**src/hdl/chlg_pkg.sv**
```systemverilog
// ============================================================================
// chlg_pkg: shared types and constants of the core hotplug load governor
// Holds the item structs, register indexes, action codes and FSM states.
// ============================================================================
`default_nettype none

package chlg_pkg;

    localparam int NUM_CORES       = 4;
    localparam int LOAD_W          = 7;
    localparam int MASK_W          = 4;
    localparam int IDX_W           = $clog2(NUM_CORES);
    localparam int CNT_W           = $clog2(NUM_CORES + 1);
    localparam int SUM_W           = LOAD_W + IDX_W;
    localparam int DIV_STEP_W      = $clog2(SUM_W + 1);
    localparam int DOWN_CNT_W      = 4;
    localparam int UP_CNT_W        = 2;
    localparam int CFG_DATA_W      = 7;
    localparam int CFG_INDEX_W     = 2;

    localparam logic [DOWN_CNT_W-1:0] DOWN_WAIT_TICKS = DOWN_CNT_W'(10);
    localparam logic [UP_CNT_W-1:0]   UP_WAIT_TICKS   = UP_CNT_W'(2);

    localparam logic [LOAD_W-1:0] THRESHOLD_RESET = LOAD_W'(25);
    localparam logic [2:0]        MIN_CORES_RESET = 3'd2;

    localparam logic [NUM_CORES-1:0] ALL_CORES = {NUM_CORES{1'b1}};

    localparam logic [CFG_INDEX_W-1:0] CFG_THRESHOLD = 2'd0;
    localparam logic [CFG_INDEX_W-1:0] CFG_MIN_CORES = 2'd1;
    localparam logic [CFG_INDEX_W-1:0] CFG_ENABLE    = 2'd2;

    localparam logic [1:0] ACT_NONE   = 2'd0;
    localparam logic [1:0] ACT_UP     = 2'd1;
    localparam logic [1:0] ACT_DOWN   = 2'd2;
    localparam logic [1:0] ACT_ALL_UP = 2'd3;

    localparam logic [0:0] CMD_TICK = 1'b0;

    typedef struct packed {
        logic              command;
        logic [LOAD_W-1:0] load_core0;
        logic [LOAD_W-1:0] load_core1;
        logic [LOAD_W-1:0] load_core2;
        logic [LOAD_W-1:0] load_core3;
    } in_item_t;

    typedef struct packed {
        logic [MASK_W-1:0] online_mask;
        logic [LOAD_W-1:0] average_load;
        logic [1:0]        action;
        logic [1:0]        changed_core;
    } out_item_t;

    typedef enum logic [2:0] {
        ST_IDLE,
        ST_SUM,
        ST_START,
        ST_DIV,
        ST_DECIDE,
        ST_DONE
    } state_t;

    function automatic logic [LOAD_W-1:0] load_sel(input in_item_t it,
                                                   input logic [IDX_W-1:0] idx);
        logic [LOAD_W-1:0] val;
        case (idx)
            2'd0:    val = it.load_core0;
            2'd1:    val = it.load_core1;
            2'd2:    val = it.load_core2;
            2'd3:    val = it.load_core3;
            default: val = '0;
        endcase
        return val;
    endfunction

endpackage

`default_nettype wire

```
**src/hdl/chlg_div.sv**
```systemverilog
// ============================================================================
// chlg_div: iterative restoring divider
// Divides the load sum by the online count, one quotient bit per cycle.
// ============================================================================
`default_nettype none

module chlg_div (
    input  wire logic                      aclk,
    input  wire logic                      aresetn,
    input  wire logic                      start,
    input  wire logic [chlg_pkg::SUM_W-1:0] dividend,
    input  wire logic [chlg_pkg::CNT_W-1:0] divisor,
    output logic                           done,
    output logic [chlg_pkg::SUM_W-1:0]     quotient
);
    import chlg_pkg::*;

    logic [CNT_W-1:0]      rem_reg, rem_next;
    logic [SUM_W-1:0]      quo_reg, quo_next;
    logic [DIV_STEP_W-1:0] step_reg, step_next;
    logic                  busy_reg, busy_next;
    logic                  done_reg, done_next;
    logic [CNT_W:0]        trial;
    logic [CNT_W:0]        diff;

    assign trial = {rem_reg, quo_reg[SUM_W-1]};
    assign diff  = trial - {1'b0, divisor};

    always_comb begin
        rem_next  = rem_reg;
        quo_next  = quo_reg;
        step_next = step_reg;
        busy_next = busy_reg;
        done_next = 1'b0;
        if (start) begin
            rem_next  = '0;
            quo_next  = dividend;
            step_next = DIV_STEP_W'(SUM_W);
            busy_next = 1'b1;
        end else if (busy_reg) begin
            if (trial >= {1'b0, divisor}) begin
                rem_next = diff[CNT_W-1:0];
                quo_next = {quo_reg[SUM_W-2:0], 1'b1};
            end else begin
                rem_next = trial[CNT_W-1:0];
                quo_next = {quo_reg[SUM_W-2:0], 1'b0};
            end
            step_next = step_reg - 1'b1;
            if (step_reg == DIV_STEP_W'(1)) begin
                busy_next = 1'b0;
                done_next = 1'b1;
            end
        end
    end

    always_ff @(posedge aclk) begin
        if (!aresetn) begin
            busy_reg <= 1'b0;
            done_reg <= 1'b0;
            step_reg <= '0;
        end else begin
            busy_reg <= busy_next;
            done_reg <= done_next;
            step_reg <= step_next;
        end
        rem_reg <= rem_next;
        quo_reg <= quo_next;
    end

    assign done     = done_reg;
    assign quotient = quo_reg;

endmodule

`default_nettype wire

```
**src/hdl/cpu_hotplug_load_governor.sv**
```systemverilog
// ============================================================================
// cpu_hotplug_load_governor: core hotplug decision block
// Keeps the online core mask and hold counters, averages online loads and
// brings at most one core up or down per enabled tick; commands bring all up.
// ============================================================================
//
//  Channel   Ports                           Direction  Content
//  input     s_valid, s_ready, s_item        in         command and core loads
//  result    m_valid, m_ready, m_item        out        mask, average, action
//  config    cfg_valid, cfg_ready,           in         register index and data
//            cfg_index, cfg_data
//
//  An enabled tick goes from its acceptance through the sum state, which adds
//  the online loads one core at a time through one adder, a start state for the
//  bit-serial divider and the divide state until its done flag, then a decision
//  state and an output state. Commands and disabled ticks go straight to output.
//  Reset is synchronous and active low; it puts every core online.
//  The result waits in an output register while m_ready is low; the next item
//  is accepted once the previous result has moved into that register.
//
`default_nettype none

module cpu_hotplug_load_governor (
    input  wire logic                              aclk,
    input  wire logic                              aresetn,
    input  wire logic                              s_valid,
    output logic                                   s_ready,
    input  wire chlg_pkg::in_item_t                s_item,
    output logic                                   m_valid,
    input  wire logic                              m_ready,
    output chlg_pkg::out_item_t                    m_item,
    input  wire logic                              cfg_valid,
    output logic                                   cfg_ready,
    input  wire logic [chlg_pkg::CFG_INDEX_W-1:0]  cfg_index,
    input  wire logic [chlg_pkg::CFG_DATA_W-1:0]   cfg_data
);
    import chlg_pkg::*;

    state_t                state_reg, state_next;
    in_item_t              item_reg, item_next;
    logic [NUM_CORES-1:0]  mask_reg, mask_next;
    logic [DOWN_CNT_W-1:0] down_reg, down_next;
    logic [UP_CNT_W-1:0]   up_reg, up_next;
    logic [LOAD_W-1:0]     thr_reg, thr_next;
    logic [2:0]            minc_reg, minc_next;
    logic                  en_reg, en_next;
    logic [SUM_W-1:0]      sum_reg, sum_next;
    logic [CNT_W-1:0]      cnt_reg, cnt_next;
    logic [IDX_W-1:0]      idx_reg, idx_next;
    out_item_t             res_reg, res_next;
    out_item_t             m_item_reg, m_item_next;
    logic                  m_valid_reg, m_valid_next;

    logic                  div_start;
    logic                  div_done;
    logic [SUM_W-1:0]      div_quo;
    logic [LOAD_W-1:0]     avg;
    logic                  up_found, dn_found;
    logic [IDX_W-1:0]      up_idx, dn_idx;

    chlg_div u_div (
        .aclk     (aclk),
        .aresetn  (aresetn),
        .start    (div_start),
        .dividend (sum_reg),
        .divisor  (cnt_reg),
        .done     (div_done),
        .quotient (div_quo)
    );

    assign avg = (cnt_reg == '0) ? '0 : div_quo[LOAD_W-1:0];

    always_comb begin
        up_found = 1'b0;
        dn_found = 1'b0;
        up_idx   = '0;
        dn_idx   = '0;
        for (int i = NUM_CORES - 1; i >= 1; i--) begin
            if (!mask_reg[i]) begin
                up_found = 1'b1;
                up_idx   = IDX_W'(i);
            end
            if (mask_reg[i]) begin
                dn_found = 1'b1;
                dn_idx   = IDX_W'(i);
            end
        end
    end

    always_comb begin
        state_next   = state_reg;
        item_next    = item_reg;
        mask_next    = mask_reg;
        down_next    = down_reg;
        up_next      = up_reg;
        thr_next     = thr_reg;
        minc_next    = minc_reg;
        en_next      = en_reg;
        sum_next     = sum_reg;
        cnt_next     = cnt_reg;
        idx_next     = idx_reg;
        res_next     = res_reg;
        m_item_next  = m_item_reg;
        m_valid_next = m_valid_reg;
        div_start    = 1'b0;
        s_ready      = (state_reg == ST_IDLE);
        cfg_ready    = 1'b1;

        if (m_valid_reg && m_ready) begin
            m_valid_next = 1'b0;
        end

        if (cfg_valid) begin
            case (cfg_index)
                CFG_THRESHOLD: begin
                    thr_next = cfg_data[LOAD_W-1:0];
                end
                CFG_MIN_CORES: begin
                    minc_next = cfg_data[2:0];
                    mask_next = ALL_CORES;
                    down_next = '0;
                end
                CFG_ENABLE: begin
                    if (en_reg && !cfg_data[0]) begin
                        mask_next = ALL_CORES;
                        down_next = '0;
                    end
                    en_next = cfg_data[0];
                end
                default: begin
                end
            endcase
        end

        case (state_reg)
            ST_IDLE: begin
                if (s_valid) begin
                    item_next = s_item;
                    if (s_item.command != CMD_TICK) begin
                        mask_next = ALL_CORES;
                        down_next = '0;
                        res_next  = '{online_mask: MASK_W'(ALL_CORES), average_load: '0,
                                      action: ACT_ALL_UP, changed_core: '0};
                        state_next = ST_DONE;
                    end else if (!en_reg) begin
                        res_next  = '{online_mask: MASK_W'(mask_reg), average_load: '0,
                                      action: ACT_NONE, changed_core: '0};
                        state_next = ST_DONE;
                    end else begin
                        if (down_reg < DOWN_WAIT_TICKS) begin
                            down_next = down_reg + 1'b1;
                        end
                        if (up_reg < UP_WAIT_TICKS) begin
                            up_next = up_reg + 1'b1;
                        end
                        sum_next   = '0;
                        cnt_next   = '0;
                        idx_next   = '0;
                        state_next = ST_SUM;
                    end
                end
            end
            ST_SUM: begin
                if (mask_reg[idx_reg]) begin
                    sum_next = sum_reg + SUM_W'(load_sel(item_reg, idx_reg));
                    cnt_next = cnt_reg + 1'b1;
                end
                idx_next = idx_reg + 1'b1;
                if (idx_reg == IDX_W'(NUM_CORES - 1)) begin
                    state_next = ST_START;
                end
            end
            ST_START: begin
                div_start  = 1'b1;
                state_next = ST_DIV;
            end
            ST_DIV: begin
                if (div_done) begin
                    state_next = ST_DECIDE;
                end
            end
            ST_DECIDE: begin
                res_next = '{online_mask: MASK_W'(mask_reg), average_load: avg,
                             action: ACT_NONE, changed_core: '0};
                if (avg >= thr_reg && up_reg >= UP_WAIT_TICKS) begin
                    if (up_found) begin
                        mask_next = mask_reg | (NUM_CORES'(1) << up_idx);
                        down_next = '0;
                        up_next   = '0;
                        res_next.online_mask  = MASK_W'(mask_reg | (NUM_CORES'(1) << up_idx));
                        res_next.action       = ACT_UP;
                        res_next.changed_core = up_idx;
                    end
                end else if (down_reg >= DOWN_WAIT_TICKS) begin
                    if (cnt_reg != minc_reg && dn_found) begin
                        mask_next = mask_reg & ~(NUM_CORES'(1) << dn_idx);
                        down_next = '0;
                        up_next   = '0;
                        res_next.online_mask  = MASK_W'(mask_reg & ~(NUM_CORES'(1) << dn_idx));
                        res_next.action       = ACT_DOWN;
                        res_next.changed_core = dn_idx;
                    end
                end
                state_next = ST_DONE;
            end
            ST_DONE: begin
                if (!m_valid_reg || m_ready) begin
                    m_item_next  = res_reg;
                    m_valid_next = 1'b1;
                    state_next   = ST_IDLE;
                end
            end
            default: begin
                state_next = ST_IDLE;
            end
        endcase
    end

    always_ff @(posedge aclk) begin
        if (!aresetn) begin
            state_reg   <= ST_IDLE;
            mask_reg    <= ALL_CORES;
            down_reg    <= '0;
            up_reg      <= '0;
            thr_reg     <= THRESHOLD_RESET;
            minc_reg    <= MIN_CORES_RESET;
            en_reg      <= 1'b1;
            m_valid_reg <= 1'b0;
            idx_reg     <= '0;
        end else begin
            state_reg   <= state_next;
            mask_reg    <= mask_next;
            down_reg    <= down_next;
            up_reg      <= up_next;
            thr_reg     <= thr_next;
            minc_reg    <= minc_next;
            en_reg      <= en_next;
            m_valid_reg <= m_valid_next;
            idx_reg     <= idx_next;
        end
        item_reg   <= item_next;
        sum_reg    <= sum_next;
        cnt_reg    <= cnt_next;
        res_reg    <= res_next;
        m_item_reg <= m_item_next;
    end

    assign m_valid = m_valid_reg;
    assign m_item  = m_item_reg;

endmodule

`default_nettype wire

```
**config.mk**
```make
export PLATFORM = sky130hd
export DESIGN_NAME = cpu_hotplug_load_governor
export DESIGN_NICKNAME = d
export VERILOG_FILES = /design/src/hdl/chlg_pkg.sv /design/src/hdl/chlg_div.sv /design/src/hdl/cpu_hotplug_load_governor.sv
export SDC_FILE = /design/constraint.sdc
export NUM_CORES = 1
export LEC_CHECK = 0
export ABC_AREA = 1
export CAP_MARGIN = 20
export CORE_MARGIN = 4
export CORE_UTILIZATION = 47
export DETAILED_ROUTE_END_ITERATION = 8
export DONT_BUFFER_PORTS = 1
export SLEW_MARGIN = 20
export SYNTH_ARGS = -nofsm -noshare
export SYNTH_HDL_FRONTEND = slang
export SYNTH_SLANG_ARGS = --single-unit
```
**constraint.sdc**
```tcl
create_clock -name aclk -period 3.7 [get_ports aclk]
set_input_delay 0.37 -clock aclk [delete_from_list [all_inputs] [get_ports aclk]]
set_output_delay 0.37 -clock aclk [all_outputs]
set_load 0.02 [all_outputs]
```
==> reports/qor.txt, run 1 <==
Nets - 707
Worst-path clk slew - 0.05 ns
Fraction of registers with async set or reset after synthesis - 0%
Final Hold Vio Count - 0
Hold_ws - 0.0564 ns
Compound-gate portion of the synthesized area - 13.5%
Synth Register Bits - 115
DRT iter0 DRCs - 269
First-pass GRT wire length - 19.3 mm
Max FO, Critical Path - 8
FF-to-FF path depth - 16
Hold buffers post-CTS - 0
Slew Limit Fails - 0
Hpwl dp - 8.79 mm
Worst path slowest cell - dfxtp_1
Critical path cell sequence - inv_1, ha_1, inv_1, nor2_1, a31oi_1, ha_1, inv_1, fa_1, inv_1, a21oi_1, o21ai_0, nand2_1, nand2_1, a21oi_1, o21ai_0, a21oi_1
Total grt overflow - 0
DRC viols - 0
Final setup viols - 0
Final Total Pwr - 0.00554 W
Htree depth - 4
Min Clock Period, post-route - 3.06 ns
Vias in the first global route - 4,004
Synth Warn # - 0
Layout cells sized above 1 - 8.85%
Cell count after synthesis - 621
Worst r2r src - idx_reg[0]
Post-Layout Cell Count - 791
Number of antenna violations at the first check in global routing - 0
Status - complete, no violations
Clock Latency Late Sink - 0.41 ns
Most used cell, CP - inv_1
Final Cycle Share - 82.7%
Min-Delay Endpoint - item_reg[17]
Synth area leader - edfxtp_1
Worst reg2reg endpoint - sum_reg[6]
Maximum number of pins on one net before global-route repair - 31
N_diodes - 0
Drt via density - 5.27
Avg Cell Area, Syn - 9.24 sq um
Total Routing Usage GR - 17.4%
Area Overhead vs Synth - 11.9%
Die area - 0.0140 sq mm
Critical path class - flop to flop
Final Cell Area - 0.00642 sq mm
Final setup TNS - 0 ns
Initial Util - 48.0%
Max IR drop VDD - 0.422 mV
CTS Root Cell - clkbuf_16
CP max stage delay - 0.41 ns
Worst Path Required - 3.85 ns
Power density cells - 862 mW/mm^2
Leakage - 2.67 nW
Area fraction of the dominant cell type after synthesis - 41.3%
Hold Path Class - input port to flop
Commonest register cell after synthesis - edfxtp_1
Worst R2R Setup Slack - 0.64 ns
Top post-synthesis cells by area - edfxtp_1 41%, dfxtp_1 13%, nand2_1 7.5%
Die width - 119 um
Max reg flops - 28
Worst path arrival time - 3.21 ns
Syn Std Cell Area - 0.00574 sq mm
RSZ-0062 raised after global routing - no
Sequential area share after synthesis - 53.9%
CP endpoint kind - flop
Post-CTS Repair Setup Buffers - 0
Adder-Cell Fraction of Synth Area - 7.45%
Post-synthesis net count - 697
DRT antenna net count - 0
Maximum clock frequency - 0.327 GHz
Placed insts - 759
Vias - 4,167
XOR/XNOR share of the synthesized area - 0.458%
Placer Congestion - 0.887
Avg WL per Cell - 14.6 um
Min-Delay Startpoint - s_item[17]
Port Buf Inserts - 0
Clk_skew - 0.0116 ns
Clock buffer depth - 2
Max-Cap Viols - 0
Simple-gate share of the synthesized area - 17.1%
Final wirelength - 11.6 mm
Core area - 0.0120 sq mm
Drt pass-1 iters - 4
CTS tree - yes
CP Launch Type - flop
Fillers - 1,077
Cts repair resizes - 0
Number of enable flip-flop cells after synthesis - 79
FP Rows - 40
Hold path depth - 0
Cell variety after synth - 47
Largest family of logic cells by synthesized area - simple AND/OR/NAND/NOR gates
Num Clock Sinks - 115
Post-DP Area - 0.00589 sq mm
Num CTS Buffers - 17
Num ports - 61
Die height - 119 um
Mux share of post-synthesis cell area - 0%
cells by family (layout without fill, tap and decap cells):
kind of cell / Yosys count / count (layout)
AO/OA/AOI/OAI: 131 / 131
XOR/XNOR: 3 / 3
adder cells (fa/ha/maj): 33 / 33
buffers and inverters: 112 / 135
flip-flops: 115 / 115
other: 1 / 1
AND/OR/NAND/NOR: 226 / 226
critical path, delay by kind of cell (launching register included):
family	cells	cell delay (ns)
fa+ha+maj	3	0.85
flops	1	0.41
compound gates	6	0.79
simple gates	3	0.26
buf+inv	4	0.49
per-layer routing:
metal  GRT usage [%]  share of wire (%)  vias to the layer above
li1                -                  -                     2117
met1            22.4                 47                     1913
met2            27.9                 47                      117
met3            4.35                4.0                       20
met4            7.60                2.0                        0
met5               0                  0                        -
cells in the final DEF (no fill, tap or decap), types with 3 or more instances in the layout:
cell	synthesis	final
nand2_1	114	114
inv_1	93	93
edfxtp_1	79	79
nor2_1	59	58
o21ai_0	47	47
a21oi_1	44	44
dfxtp_1	36	36
ha_1	31	31
nand3_1	17	17
clkbuf_16	0	17
nor3_1	12	12
a31oi_1	10	10
inv_2	7	7
clkbuf_1	7	7
nand4_1	6	6
o22ai_1	6	6
or2_2	5	5
clkinv_2	0	5
o211ai_1	4	4
xnor2_1	3	3
nand3_2	3	3
buf_4	3	3
worst max-delay path by stage:
stage                       from         end  slack (ns)  cells past startpoint
floorplan           state_reg[0]  cnt_reg[0]        0.76                      6
global placement      idx_reg[0]  sum_reg[6]        0.79                     16
detailed placement    idx_reg[0]  sum_reg[6]        0.70                     16
CTS                   idx_reg[0]  sum_reg[6]        0.63                     16
global route          idx_reg[0]  sum_reg[6]        0.33                     16
finish                idx_reg[0]  sum_reg[6]        0.64                     16
power by group:
part | total [W] | internal, W | switching, W
registers | 0.00208 | 0.00186 | 0.000223
clock network | 0.00146 | 0.000949 | 0.000511
logic | 0.00199 | 0.000664 | 0.00133
total | 0.00554 | 0.00347 | 0.00206
final cells by class:
type | instances | area, sq um | share of cell area (%)
Sequential cell | 115 | 3090 | 48.1
Multi-Input combinational cell | 394 | 2220 | 34.5
Clock inverter | 6 | 55.1 | 0.857
Timing Repair Buffer | 3 | 22.5 | 0.351
Clock buffer | 26 | 479 | 7.46
Tap cell | 147 | 184 | 2.86
Inverter | 100 | 375 | 5.84
synthesized netlist by cell type, types with 2 or more instances:
master     number
nand2_1       114
inv_1          93
edfxtp_1       79
nor2_1         59
o21ai_0        47
a21oi_1        44
dfxtp_1        36
ha_1           31
nand3_1        17
nor3_1         12
a31oi_1        10
clkbuf_1        7
inv_2           7
nand4_1         6
o22ai_1         6
or2_2           5
o211ai_1        4
buf_4           3
nand3_2         3
xnor2_1         3
a21oi_2         2
and2_1          2
buf_2           2
fa_1            2
nand2_2         2
nand2_4         2
nor2_4          2
o2111ai_1       2
metrics by stage:
| stage | utilization, % | worst slack [ns] |
|---|---|---|
| 2_1_floorplan | - | 0.762 |
| 3_3_place_gp | 49.2 | 0.794 |
| 3_5_place_dp | 49.2 | 0.701 |
| 4_1_cts | 53.7 | 0.633 |
| 5_1_grt | 53.7 | 0.326 |
| 6_report | 53.7 | 0.641 |
Power figures use the tool's default switching activity.
==> run 2: changes to the inputs <==
ABC_AREA = 0   (was 1)
clock period = 2.46 ns   (was 3.7 ns; I/O delays follow)
==> run 2 against run 1 <==
Largest cell class unchanged. Hold slack got worse by 0.049 ns. Die area down 0.35%. Total power is 59% higher. Sequential power rose by 51%. Fmax rose by 18%. Combinational power up 61%. Synthesized cell count decreased by 17%. Global-route usage is 0.97 points higher. Wire length rose by 6.6%. Non-clock buffer count grew 82. The flow now finishes with violations (setup timing). Cell count fell by 4.4%.
==> reports/qor.txt, run 2 <==
Status - finished with violations
Failing checks - setup timing
Critical path class - flop to flop
Top-count cell post-synth - edfxtp_1
Port Buf Inserts - 0
Clock buffer depth - 2
Final core occ - 62.6%
Synth area leader - edfxtp_1
Top post-synthesis cells by area - edfxtp_1 41%, dfxtp_1 13%, ha_1 6.8%
Worst Path Required - 2.61 ns
Top cells by instance count after synthesis - 79 x edfxtp_1, 54 x nand2_1, 36 x dfxtp_1
Die width - 118 um
Min-Delay Startpoint - cfg_valid
Clk_skew - 0.0150 ns
Clock Latency Late Sink - 0.42 ns
Final Cycle Share - 106%
Area Overhead vs Synth - 30.9%
Drt via density - 5.41
Worst setup path startpoint - idx_reg[1]
Worst R2R Setup Slack - -0.14 ns
CTS tree - yes
Commonest non-fill, non-tap cell in the layout - edfxtp_1
Htree depth - 4
Maximum clock frequency - 0.385 GHz
Number of antenna violations at the first check in global routing - 0
Synth Warn # - 0
Min-Delay Endpoint - mask_reg[0]
Commonest register cell after synthesis - edfxtp_1
Max IR drop VDD - 0.748 mV
Die area - 0.0140 sq mm
Final wirelength - 12.3 mm
Commonest cells after routing, fill and taps aside - 79 x edfxtp_1, 50 x nand2_1, 41 x dlygate4sd3_1, 36 x buf_4, 34 x dfxtp_1
First-pass GRT wire length - 20.5 mm
FF-to-FF path depth - 12
Post-synthesis net count - 590
DRC viols - 0
Met3 usage in global routing - 5.17%
Min Clock Period, post-route - 2.60 ns
Sequential area share after synthesis - 54.1%
Total Routing Usage GR - 18.4%
Initial Util - 47.8%
Worst-path clk slew - 0.06 ns
CTS Root Cell - clkbuf_16
Synth Register Bits - 115
Fraction of registers with async set or reset after synthesis - 0%
Slew Limit Fails - 0
Number of enable flip-flop cells after synthesis - 79
Core area - 0.0120 sq mm
Maximum number of pins on one net before global-route repair - 29
Cell count after synthesis - 514
Final Hold Vio Count - 0
GR peak layer - met2
Worst slew pin tran - 1.03 ns
Nets - 672
Hold Path Class - input port to flop
Total grt overflow - 0
Area fraction of the dominant cell type after synthesis - 41.5%
Die height - 118 um
Vias in the first global route - 4,139
Max FO, Critical Path - 5
FP Rows - 40
Layout cells sized above 1 - 25.5%
Worst setup margin - -0.138 ns
Syn Std Cell Area - 0.00572 sq mm
Worst slew margin - 31.0%
Cell variety after synth - 63
DRT iter0 DRCs - 285
Final Total Pwr - 0.00880 W
GR Layer Usage met2 - 28.9%
CP Launch Type - flop
Post-DP Area - 0.00617 sq mm
Max reg flops - 28
Worst path arrival time - 2.75 ns
Hold path depth - 2
Drt pass-1 iters - 5
Final setup viols - 6
Hpwl dp - 8.03 mm
Worst r2r src - idx_reg[1]
Num Clock Sinks - 115
Worst reg2reg endpoint - sum_reg[5]
Grt met1 use - 24.2%
Vias - 4,090
Leakage - 2.87 nW
Power density cells - 1180 mW/mm^2
Final Cell Area - 0.00748 sq mm
Avg Cell Area, Syn - 11.1 sq um
Num ports - 61
N_diodes - 0
RSZ-0062 raised after global routing - yes
Avg WL per Cell - 16.3 um
Max-Cap Viols - 0
Num CTS Buffers - 17
CP endpoint kind - flop
Hold_ws - 0.00780 ns
Placer Congestion - 0.908
DRT antenna net count - 0
Final setup TNS - -0.431 ns
==> run 2: cell count changes after synthesis, moves of 9 or more <==
cell,delta
a21boi_0,+11
a21oi_1,-26
and2_1,+12
inv_1,-59
mux2_2,+11
mux2i_1,+9
nand2_1,-60
nand2b_1,+12
nor2_1,-29
o21ai_0,-31
==> run 2: report_power, final <==
part / internal, W / switching (W)
Clock: 0.00153 / 0.000906
Combinational: 0.00153 / 0.00168
Sequential: 0.00278 / 0.000373
Total: 0.00584 / 0.00296
==> run 2: timing repair <==
action                     4_1_cts  5_1_grt
cloned                           1        0
setup endpoints to repair       20       19
setup buffers                    7        3
hold buffers                    41        0
hold endpoints to repair        55        0
resized for setup               31       25
pin swaps                       24       23
==> run 2: logic make-up (layout without fill, tap and decap cells) <==
kind of cell,after synthesis,after routing,synth area share (%)
AO/OA/AOI/OAI,95,95,11.6
XOR/XNOR,12,12,1.84
adder cells (fa/ha/maj),33,33,7.48
buffers and inverters,57,151,4.16
flip-flops,115,115,54.1
multiplexers,21,21,4.13
other,1,1,0.0656
AND/OR/NAND/NOR,180,181,16.7
==> run 2: area by class of cell <==
class	instances	area [sq um]
Fill cell	945	4480
Inverter	34	130
Sequential cell	115	3100
Multi-Input combinational cell	343	2700
Timing Repair Buffer	85	779
Clock inverter	13	148
Clock buffer	19	443
Tap cell	147	184
==> run 2: worst max-delay path by stage <==
stage                 end  slack [ns]  cells past startpoint
6_report       sum_reg[5]       -0.14                     12
2_1_floorplan  res_reg[0]       -0.06                     13
5_1_grt        sum_reg[8]       -0.30                     13
3_3_place_gp   sum_reg[7]       -0.29                     12
3_5_place_dp   sum_reg[7]       -0.29                     12
4_1_cts        sum_reg[7]       -0.13                     12
==> run 2: per-stage QoR <==
stage	std cells	setup slack (ns)
2_1_floorplan	514	-0.0641
3_3_place_gp	672	-0.294
3_5_place_dp	672	-0.287
4_1_cts	753	-0.130
5_1_grt	756	-0.302
6_report	756	-0.138
==> run 2: critical path, cell delays in order (launching register included) <==
cell     delay [ns]
dfxtp_4        0.39
inv_2          0.07
ha_4           0.18
a22oi_1        0.17
nand2_1        0.08
mux2_2         0.28
ha_1           0.28
a21o_1         0.20
a21oi_2        0.19
o21ai_1        0.09
a21oi_1        0.20
xor2_1         0.15
nor2_1         0.05
==> run 2: metal layers <==
metal  vias to the layer above  wire length, um
met4                         0              275
met3                        26              581
met2                       116             5700
li1                       2041                -
met5                         -                0
met1                      1907             5780
